[src/sv/iiee_pkg.sv]
`default_nettype none

package iiee_pkg;

	// ASCII codes of the characters the parser knows
	localparam logic [7:0] CH_PLUS   = 8'h2B;
	localparam logic [7:0] CH_MINUS  = 8'h2D;
	localparam logic [7:0] CH_TIMES  = 8'h2A;
	localparam logic [7:0] CH_DIVIDE = 8'h2F;
	localparam logic [7:0] CH_SPACE  = 8'h20;
	localparam logic [7:0] CH_ZERO   = 8'h30;
	localparam logic [7:0] CH_NINE   = 8'h39;

	// Result status codes
	localparam logic [1:0] ST_OK      = 2'd0;
	localparam logic [1:0] ST_DIVZERO = 2'd1;
	localparam logic [1:0] ST_UNKNOWN = 2'd2;

	// Pending operator
	typedef enum logic [2:0] {
		OP_PLUS    = 3'd0,
		OP_MINUS   = 3'd1,
		OP_TIMES   = 3'd2,
		OP_DIVIDE  = 3'd3,
		OP_UNKNOWN = 3'd4
	} op_t;

	// Top-level sequencer
	typedef enum logic [1:0] {
		SEQ_IDLE,
		SEQ_START,
		SEQ_WAIT,
		SEQ_FINAL
	} seq_state_t;

	// Multiply/divide unit sequencer
	typedef enum logic [1:0] {
		MDU_IDLE,
		MDU_RUN,
		MDU_FIX
	} mdu_state_t;

	// Input transaction
	typedef struct packed {
		logic [7:0] character;
		logic       last_char;
	} char_item_t;

	// Output transaction
	typedef struct packed {
		logic signed [31:0] value;
		logic [1:0]         status;
	} result_item_t;

	// Request to the multiply/divide unit
	typedef struct packed {
		logic start;
		logic is_div;
	} mdu_req_t;

	function automatic op_t op_code(input logic [7:0] c);
		op_t op;
		unique case (c)
			CH_PLUS:   op = OP_PLUS;
			CH_MINUS:  op = OP_MINUS;
			CH_TIMES:  op = OP_TIMES;
			CH_DIVIDE: op = OP_DIVIDE;
			default:   op = OP_UNKNOWN;
		endcase
		return op;
	endfunction

endpackage

`default_nettype wire

[src/sv/infix_integer_expression_evaluator_unit.sv]
`default_nettype none

// Channel   Handshake                    Payload          Transaction
// char      char_valid / char_stall      char_data        one character
// result    result_valid / result_stall  result_data      value and status
//
// Digits, spaces and an operator closing a number under a pending + or - are
// taken while the sequencer stays idle. Closing a number under a pending *
// (or / with a nonzero divisor) runs the bit-serial multiply/divide unit (one
// adder step per bit) through the start and wait states. The last character
// passes through the final state to load the result register. char_stall is
// high whenever the sequencer is not idle; an occupied, stalled output holds
// the final state. Reset clears all expression state; pending op resets to plus.
module infix_integer_expression_evaluator_unit #(
	parameter int VALUE_WIDTH = 32
) (
	input  logic                   clk,
	input  logic                   arst_n,
	input  logic                   char_valid,
	output logic                   char_stall,
	input  iiee_pkg::char_item_t   char_data,
	output logic                   result_valid,
	input  logic                   result_stall,
	output iiee_pkg::result_item_t result_data
);
	import iiee_pkg::*;

	localparam int W = VALUE_WIDTH;

	seq_state_t   state_q, state_d;
	logic [W-1:0] closed_sum_q;
	logic [W-1:0] open_term_q;
	logic [W-1:0] number_acc_q;
	op_t          pending_op_q;
	logic [1:0]   error_q;
	logic         last_q;
	logic         div_q;
	logic         res_valid_q;
	result_item_t res_q;

	logic         take;
	logic         is_digit;
	logic [7:0]   cdiff;
	logic [W-1:0] acc_next;
	logic [W-1:0] neg_num;
	logic         num_zero;
	logic         apply;
	logic         go_mdu;
	op_t          new_op;
	logic [W-1:0] sum_co;
	logic         res_load;
	result_item_t res_d;

	mdu_req_t     mdu_req;
	logic         mdu_done;
	logic [W-1:0] mdu_result;

	// Character decode and number build
	always_comb begin
		cdiff    = char_data.character - CH_ZERO;
		is_digit = (char_data.character >= CH_ZERO) && (char_data.character <= CH_NINE);
		acc_next = number_acc_q;
		if (is_digit) begin
			acc_next = {number_acc_q[W-4:0], 3'b000} + {number_acc_q[W-2:0], 1'b0}
				+ W'(cdiff[3:0]);
		end
		neg_num  = ~acc_next + W'(1);
		num_zero = (acc_next == '0);
		apply    = (!is_digit && char_data.character != CH_SPACE) || char_data.last_char;
		new_op   = op_code(char_data.character);
		go_mdu   = apply && ((pending_op_q == OP_TIMES)
			|| (pending_op_q == OP_DIVIDE && !num_zero));
	end

	assign take   = char_valid && !char_stall;
	assign sum_co = closed_sum_q + open_term_q;

	// Final result word
	always_comb begin
		res_d.status = error_q;
		res_d.value  = (error_q == ST_OK) ? 32'(signed'(sum_co)) : '0;
	end

	// Next state
	always_comb begin
		state_d = state_q;
		unique case (state_q)
			SEQ_IDLE: begin
				if (take) begin
					if (go_mdu) state_d = SEQ_START;
					else if (char_data.last_char) state_d = SEQ_FINAL;
				end
			end
			SEQ_START: state_d = SEQ_WAIT;
			SEQ_WAIT:  if (mdu_done) state_d = last_q ? SEQ_FINAL : SEQ_IDLE;
			SEQ_FINAL: if (res_load) state_d = SEQ_IDLE;
			default:   state_d = SEQ_IDLE;
		endcase
	end

	// Sequencer outputs
	always_comb begin
		char_stall     = (state_q != SEQ_IDLE);
		mdu_req.start  = (state_q == SEQ_START);
		mdu_req.is_div = div_q;
		res_load       = (state_q == SEQ_FINAL) && (!res_valid_q || !result_stall);
	end

	// Expression state
	always_ff @(posedge clk or negedge arst_n) begin
		if (!arst_n) begin
			state_q      <= SEQ_IDLE;
			closed_sum_q <= '0;
			open_term_q  <= '0;
			number_acc_q <= '0;
			pending_op_q <= OP_PLUS;
			error_q      <= ST_OK;
			last_q       <= 1'b0;
			div_q        <= 1'b0;
			res_valid_q  <= 1'b0;
		end else begin
			state_q <= state_d;
			unique case (state_q)
				SEQ_IDLE: begin
					if (take) begin
						last_q <= char_data.last_char;
						if (apply) begin
							pending_op_q <= new_op;
							unique case (pending_op_q)
								OP_PLUS: begin
									closed_sum_q <= sum_co;
									open_term_q  <= acc_next;
									number_acc_q <= '0;
								end
								OP_MINUS: begin
									closed_sum_q <= sum_co;
									open_term_q  <= neg_num;
									number_acc_q <= '0;
								end
								OP_TIMES: begin
									number_acc_q <= acc_next;
									div_q        <= 1'b0;
								end
								OP_DIVIDE: begin
									if (num_zero) begin
										if (error_q == ST_OK) error_q <= ST_DIVZERO;
										number_acc_q <= '0;
									end else begin
										number_acc_q <= acc_next;
										div_q        <= 1'b1;
									end
								end
								default: begin
									if (error_q == ST_OK) error_q <= ST_UNKNOWN;
									number_acc_q <= '0;
								end
							endcase
						end else begin
							number_acc_q <= acc_next;
						end
					end
				end
				SEQ_START: number_acc_q <= '0;
				SEQ_WAIT:  if (mdu_done) open_term_q <= mdu_result;
				SEQ_FINAL: begin
					if (res_load) begin
						closed_sum_q <= '0;
						open_term_q  <= '0;
						number_acc_q <= '0;
						pending_op_q <= OP_PLUS;
						error_q      <= ST_OK;
						last_q       <= 1'b0;
					end
				end
				default: ;
			endcase

			// Output register occupancy
			if (res_load) res_valid_q <= 1'b1;
			else if (!result_stall) res_valid_q <= 1'b0;
		end
	end

	// Output payload
	always_ff @(posedge clk) begin
		if (res_load) res_q <= res_d;
	end

	assign result_valid = res_valid_q;
	assign result_data  = res_q;

	iiee_mdu #(
		.Width(W)
	) u_mdu (
		.clk   (clk),
		.arst_n(arst_n),
		.req   (mdu_req),
		.op_a  (open_term_q),
		.op_b  (number_acc_q),
		.done  (mdu_done),
		.result(mdu_result)
	);

	// A unit result only arrives while the sequencer waits for it
	a_done_in_wait: assert property (@(posedge clk) disable iff (!arst_n)
		mdu_done |-> state_q == SEQ_WAIT)
		else $error("multiply/divide result outside wait state");

	// The last character blocks further input until its result is loaded
	a_last_blocks: assert property (@(posedge clk) disable iff (!arst_n)
		take && char_data.last_char |=> char_stall)
		else $error("input accepted after last character");

	// An error status carries a zero value
	a_err_zero: assert property (@(posedge clk) disable iff (!arst_n)
		result_valid && result_data.status != ST_OK |-> result_data.value == '0)
		else $error("nonzero value with error status");

endmodule

`default_nettype wire

[src/sv/iiee_mdu.sv]
`default_nettype none

// Iterative signed multiply / truncating divide, one bit per cycle on one
// shared adder. Results wrap at Width bits.
module iiee_mdu #(
	parameter int Width = 32
) (
	input  logic                   clk,
	input  logic                   arst_n,
	input  iiee_pkg::mdu_req_t     req,
	input  logic [Width-1:0]       op_a,
	input  logic [Width-1:0]       op_b,
	output logic                   done,
	output logic [Width-1:0]       result
);
	import iiee_pkg::*;

	localparam int CntW = $clog2(Width);

	mdu_state_t       state_q, state_d;
	logic [CntW-1:0]  cnt_q;
	logic             done_q;
	logic             div_q;
	logic             neg_q;
	logic [Width-1:0] acc_q;
	logic [Width-1:0] opa_q;
	logic [Width-1:0] opb_q;

	logic [Width-1:0] add_x, add_y;
	logic             add_cin;
	logic [Width:0]   add_sum;
	logic [Width-1:0] rem_sh;
	logic [Width-1:0] mag_a, mag_b;

	// Next state
	always_comb begin
		state_d = state_q;
		unique case (state_q)
			MDU_IDLE: if (req.start) state_d = MDU_RUN;
			MDU_RUN:  if (cnt_q == '0) state_d = MDU_FIX;
			MDU_FIX:  state_d = MDU_IDLE;
			default:  state_d = MDU_IDLE;
		endcase
	end

	// Shared adder and its operand selection
	always_comb begin
		rem_sh  = {acc_q[Width-2:0], opa_q[Width-1]};
		add_x   = '0;
		add_y   = '0;
		add_cin = 1'b0;
		unique case (state_q)
			MDU_RUN: begin
				if (div_q) begin
					// trial subtract of the divisor from the shifted remainder
					add_x   = rem_sh;
					add_y   = ~opb_q;
					add_cin = 1'b1;
				end else begin
					add_x = acc_q;
					add_y = opb_q[0] ? opa_q : '0;
				end
			end
			MDU_FIX: begin
				// quotient sign fix; product passes through
				if (div_q) begin
					add_x   = neg_q ? ~opa_q : opa_q;
					add_cin = neg_q;
				end else begin
					add_x = acc_q;
				end
			end
			default: ;
		endcase
		add_sum = {1'b0, add_x} + {1'b0, add_y} + {{Width{1'b0}}, add_cin};
	end

	// Operand magnitudes for divide
	assign mag_a = op_a[Width-1] ? (~op_a + Width'(1)) : op_a;
	assign mag_b = op_b[Width-1] ? (~op_b + Width'(1)) : op_b;

	// Control registers
	always_ff @(posedge clk or negedge arst_n) begin
		if (!arst_n) begin
			state_q <= MDU_IDLE;
			cnt_q   <= '0;
			done_q  <= 1'b0;
		end else begin
			state_q <= state_d;
			done_q  <= (state_q == MDU_FIX);
			if (state_q == MDU_IDLE && req.start) begin
				cnt_q <= CntW'(Width - 1);
			end else if (state_q == MDU_RUN) begin
				cnt_q <= cnt_q - CntW'(1);
			end
		end
	end

	// Datapath registers
	always_ff @(posedge clk) begin
		unique case (state_q)
			MDU_IDLE: begin
				if (req.start) begin
					div_q <= req.is_div;
					acc_q <= '0;
					if (req.is_div) begin
						opa_q <= mag_a;
						opb_q <= mag_b;
						neg_q <= op_a[Width-1] ^ op_b[Width-1];
					end else begin
						opa_q <= op_a;
						opb_q <= op_b;
						neg_q <= 1'b0;
					end
				end
			end
			MDU_RUN: begin
				if (div_q) begin
					// restoring step: carry out means no borrow
					acc_q <= add_sum[Width] ? add_sum[Width-1:0] : rem_sh;
					opa_q <= {opa_q[Width-2:0], add_sum[Width]};
				end else begin
					acc_q <= add_sum[Width-1:0];
					opa_q <= {opa_q[Width-2:0], 1'b0};
					opb_q <= {1'b0, opb_q[Width-1:1]};
				end
			end
			MDU_FIX: acc_q <= add_sum[Width-1:0];
			default: ;
		endcase
	end

	assign done   = done_q;
	assign result = acc_q;

endmodule

`default_nettype wire

[config.mk]
export PLATFORM = sky130hd
export DESIGN_NAME = infix_integer_expression_evaluator_unit
export DESIGN_NICKNAME = d
export VERILOG_FILES = /design/src/sv/iiee_pkg.sv /design/src/sv/infix_integer_expression_evaluator_unit.sv /design/src/sv/iiee_mdu.sv
export SDC_FILE = /design/constraint.sdc
export NUM_CORES = 1
export LEC_CHECK = 0
export ABC_CLOCK_PERIOD_IN_PS = 6170
export BUFFER_PORTS_ARGS = -buffer_cell sky130_fd_sc_hd__buf_2
export CAP_MARGIN = 20
export CELL_PAD_IN_SITES_DETAIL_PLACEMENT = 1
export CELL_PAD_IN_SITES_GLOBAL_PLACEMENT = 1
export CORE_ASPECT_RATIO = 1.2
export CORE_MARGIN = 1
export CORE_UTILIZATION = 40
export CTS_CLUSTER_SIZE = 20
export DETAILED_ROUTE_END_ITERATION = 8
export PLACE_DENSITY = 0.69
export SLEW_MARGIN = 20
export SYNTH_ARGS = -nofsm -noshare
export SYNTH_HDL_FRONTEND = slang
export SYNTH_SLANG_ARGS = --single-unit
[constraint.sdc]
create_clock -name clk -period 6.17 [get_ports clk]
set_input_delay 1.234 -clock clk [delete_from_list [all_inputs] [get_ports clk]]
set_output_delay 1.234 -clock clk [all_outputs]
set_load 0.05 [all_outputs]
==> results.md <==
* Top sig layer: met4
* VDD IR max at 0.241 mV
* Syn Inst Count at 2299
* Pre-CTS WS at 0.514 ns
* Setup Viol. Count Final at 0
* Final hold violations at 0
* Post-synthesis cell area at 19700 um2
* Syn Nets at 2451
* Final worst-path cycle share at 89.8%
* Layout cells sized above 1 at 8.25%
* Global-route wire length before repair at 106000 um
* Num rows at 88
* Peak fanout along the critical path at 16
* Yosys reg bits at 246
* WS Path Type: register to register
* FF/Latch Area at 6820 um2
* Crit path top cell by count: a21oi_1
* Worst-Margin Slew at 1.12 ns
* PortBufs at 48
* Setup Fix Bufs, Post-CTS at 0
* Met3 wire len at 2470 um
* Design Area, Final at 21500 um2
* Synth Area per Inst at 8.56 um2
* Leak pwr at 0.00886 uW
* Min Tclk post-route at 5.54 ns
* Critical Path AT at 5.88 ns
* Die W at 204 um
* Final nets at 2433
* Worst Setup Start Kind: register
* Core Region at 48300 um2
* Vias at 17700
* Setup TNS Final at 0 ns
* WP data required at 6.51 ns
* Hold crit path type: register to register
* Status: completed
* Crit path capture type: register
* Largest net degree at the start of global routing at 82
* Placement-stage cell area at 20500 um2
* Clk_skew at 0.0176 ns
* Antenna cells at 0
* Final GP Congestion at 0.877
* Final WS setup at 0.627 ns
* Die area at 50100 um2
* Initial antenna violation count at 0
* Most common cell after layout, fill and taps aside: nand2_1
* DRC marker count from the first detailed-route iteration at 1205
* Slew Limit Fails at 0
* Critical Path, Cell by Cell: inv_1, ha_4, and2_1, buf_4, nand2_1, o21ai_0, ha_1, a21oi_1, o21ai_0, a21oi_1, or3b_2, o21ai_1, o2111ai_1, a21oi_1, buf_4, mux2_2, a22oi_1, nor2_1
* Post-synth EDFFs at 132
* CP max stage cell: and2_1
* DRC at 0
* DP Wirelength at 51000 um
* Root Driver: clkbuf_16
* Clock Latency Late Sink at 0.59 ns
* Vias in the first global route at 18400
* Clock H-tree levels at 1
* Top delay family on crit path: compound AO/OA/AOI/OAI gates
* Drt wl/cell at 23.0 um
* Synth warn at 0
* CP Buf/Inv Count at 3
* FFs w/ async S/R, synth at 46.3%
* Max stage delay on crit path at 0.63 ns
* CTS hold repair buffers at 0
* MaxCap Viol Count at 0
* Multi-input gate area at 12200 um2
* PwrDens at 435 nW/um2
* Aggregate global routing overflow at 0
* # IOs at 49
* Worst-case clock buffer depth at 3
* Synth Flop Type: edfxtp_1
* GRT Resource Usage Total at 27.0%
* Clock transition at the registers of the reported paths at 0.06 ns
* Via density at 6.04
* Initial core utilization at 40.7%
* Met2 wire length at 33800 um
* Fmax at 0.180 GHz
* Post-cts gate resize count at 0
* TritonCTS Buffers at 29
* Sequential share of the synthesized area at 34.6%
* DIE HEIGHT at 245 um
* Antenna-violating nets left at 0
* M1 WL at 29300 um
* RSZ-0062 raised after global routing: no
* Final wirelength at 67600 um
* Cell variety after synth at 95
* Most frequent cells in the layout: 299 x nand2_1, 218 x nor2_1, 199 x o21ai_0, 159 x a21oi_1, 133 x ha_1
* Clock sinks at 246
* Fill cell count at 5643
* Slew HR at 25.2%
* CTS tree: done
* Drt pass-1 iters at 5
* Area growth syn-to-layout at 9.23%
## final timing paths
kind / start / to / slack [ns] / cells past startpoint
max in group asynchronous: arst_n / closed_sum_q[13]$_DFFE_PN0P_ / 4.54 / 2
min in group asynchronous: arst_n / number_acc_q[2]$_DFFE_PN0P_ / 0.61 / 1
min reg2reg: error_q[0]$_DFFE_PN0P_ / result_data[0]$_DFFE_PP_ / 0.47 / 0
min: error_q[0]$_DFFE_PN0P_ / result_data[0]$_DFFE_PP_ / 0.47 / 0
max reg2reg: u_mdu.state_q[1]$_DFFE_PN0P_ / u_mdu.result[2]$_DFFE_PP_ / 0.63 / 18
max: u_mdu.state_q[1]$_DFFE_PN0P_ / u_mdu.result[2]$_DFFE_PP_ / 0.63 / 18
## routing by layer
layer  vias up  global-route usage [%]
li1       8382                       -
met1      8946                    34.4
met2       319                    47.8
met3        87                    2.03
met4         0                    9.11
met5         -                       0
## registers in the layout (all words and copies together), names as in the netlist, 2 cells and up
| register | flops |
|---|---|
| number_acc_q | 32 |
| state_q | 2 |
| u_mdu.opb_q | 32 |
| u_mdu.opa_q | 32 |
| closed_sum_q | 32 |
| result_data | 34 |
| pending_op_q | 3 |
| error_q | 2 |
| open_term_q | 32 |
| u_mdu.result | 32 |
| u_mdu.state_q | 2 |
| u_mdu.cnt_q | 5 |
## cell families after synthesis
group,count (synthesis),synth area share (%)
simple gates,766,17.9
compound gates,750,25.0
flops,246,34.6
xor+xnor,185,8.23
buf+inv,185,3.65
fa+ha+maj,139,9.03
mux,28,1.55
## cell type report
class	count	area share, %
clock inverters	16	0.879
repair buffers	86	2.57
flip-flops and latches	246	31.7
clock buffers	38	3.53
multi-input cells	1868	56.8
well taps	630	3.67
inverters	50	0.873
## stage by stage
step | hold slack, ns | cells | power, uW | util, %
detailed placement | 0.457 | 2880 | 7570 | 42.5
CTS | 0.472 | 2934 | 9390 | 44.5
floorplan | 0.438 | 2299 | 6030 | -
finish | 0.472 | 2934 | 9360 | 44.5
global placement | 0.445 | 2880 | 7420 | 42.5
global route | 0.473 | 2934 | 9890 | 44.5
## synth_stat cells, drive strengths merged (9+ instances only)
master	count	area share, %
a211oi	45	1.8
a31oi	23	0.87
xor2	67	3.0
and3	18	0.57
nand4	19	0.64
ha	134	8.5
and2	19	0.60
nor2b	20	0.64
a21o	50	1.9
or3	21	0.69
nand2	299	5.7
o21a	26	0.99
clkbuf	113	2.2
o211ai	15	0.60
edfxtp	132	20
xnor2	118	5.3
or4	10	0.38
a22o	20	0.89
dfrtp	114	14
buf	22	0.54
a21oi	161	4.2
inv	48	0.92
nor4	19	0.71
a22oi	39	1.5
nand3	27	0.75
o21bai	16	0.61
nor3	40	1.1
nand2b	21	0.67
o21ai	213	5.4
o31ai	48	1.9
o41ai	9	0.40
mux2	20	1.1
nor2	221	4.2
## where the power goes
| part | switching (uW) | internal (uW) | total [uW] |
|---|---|---|---|
| clock network | 746 | 1030 | 1780 |
| registers | 687 | 2500 | 3190 |
| logic | 2970 | 1420 | 4390 |
| total | 4400 | 4950 | 9360 |
No activity file was read; power rests on OpenSTA's default activity.
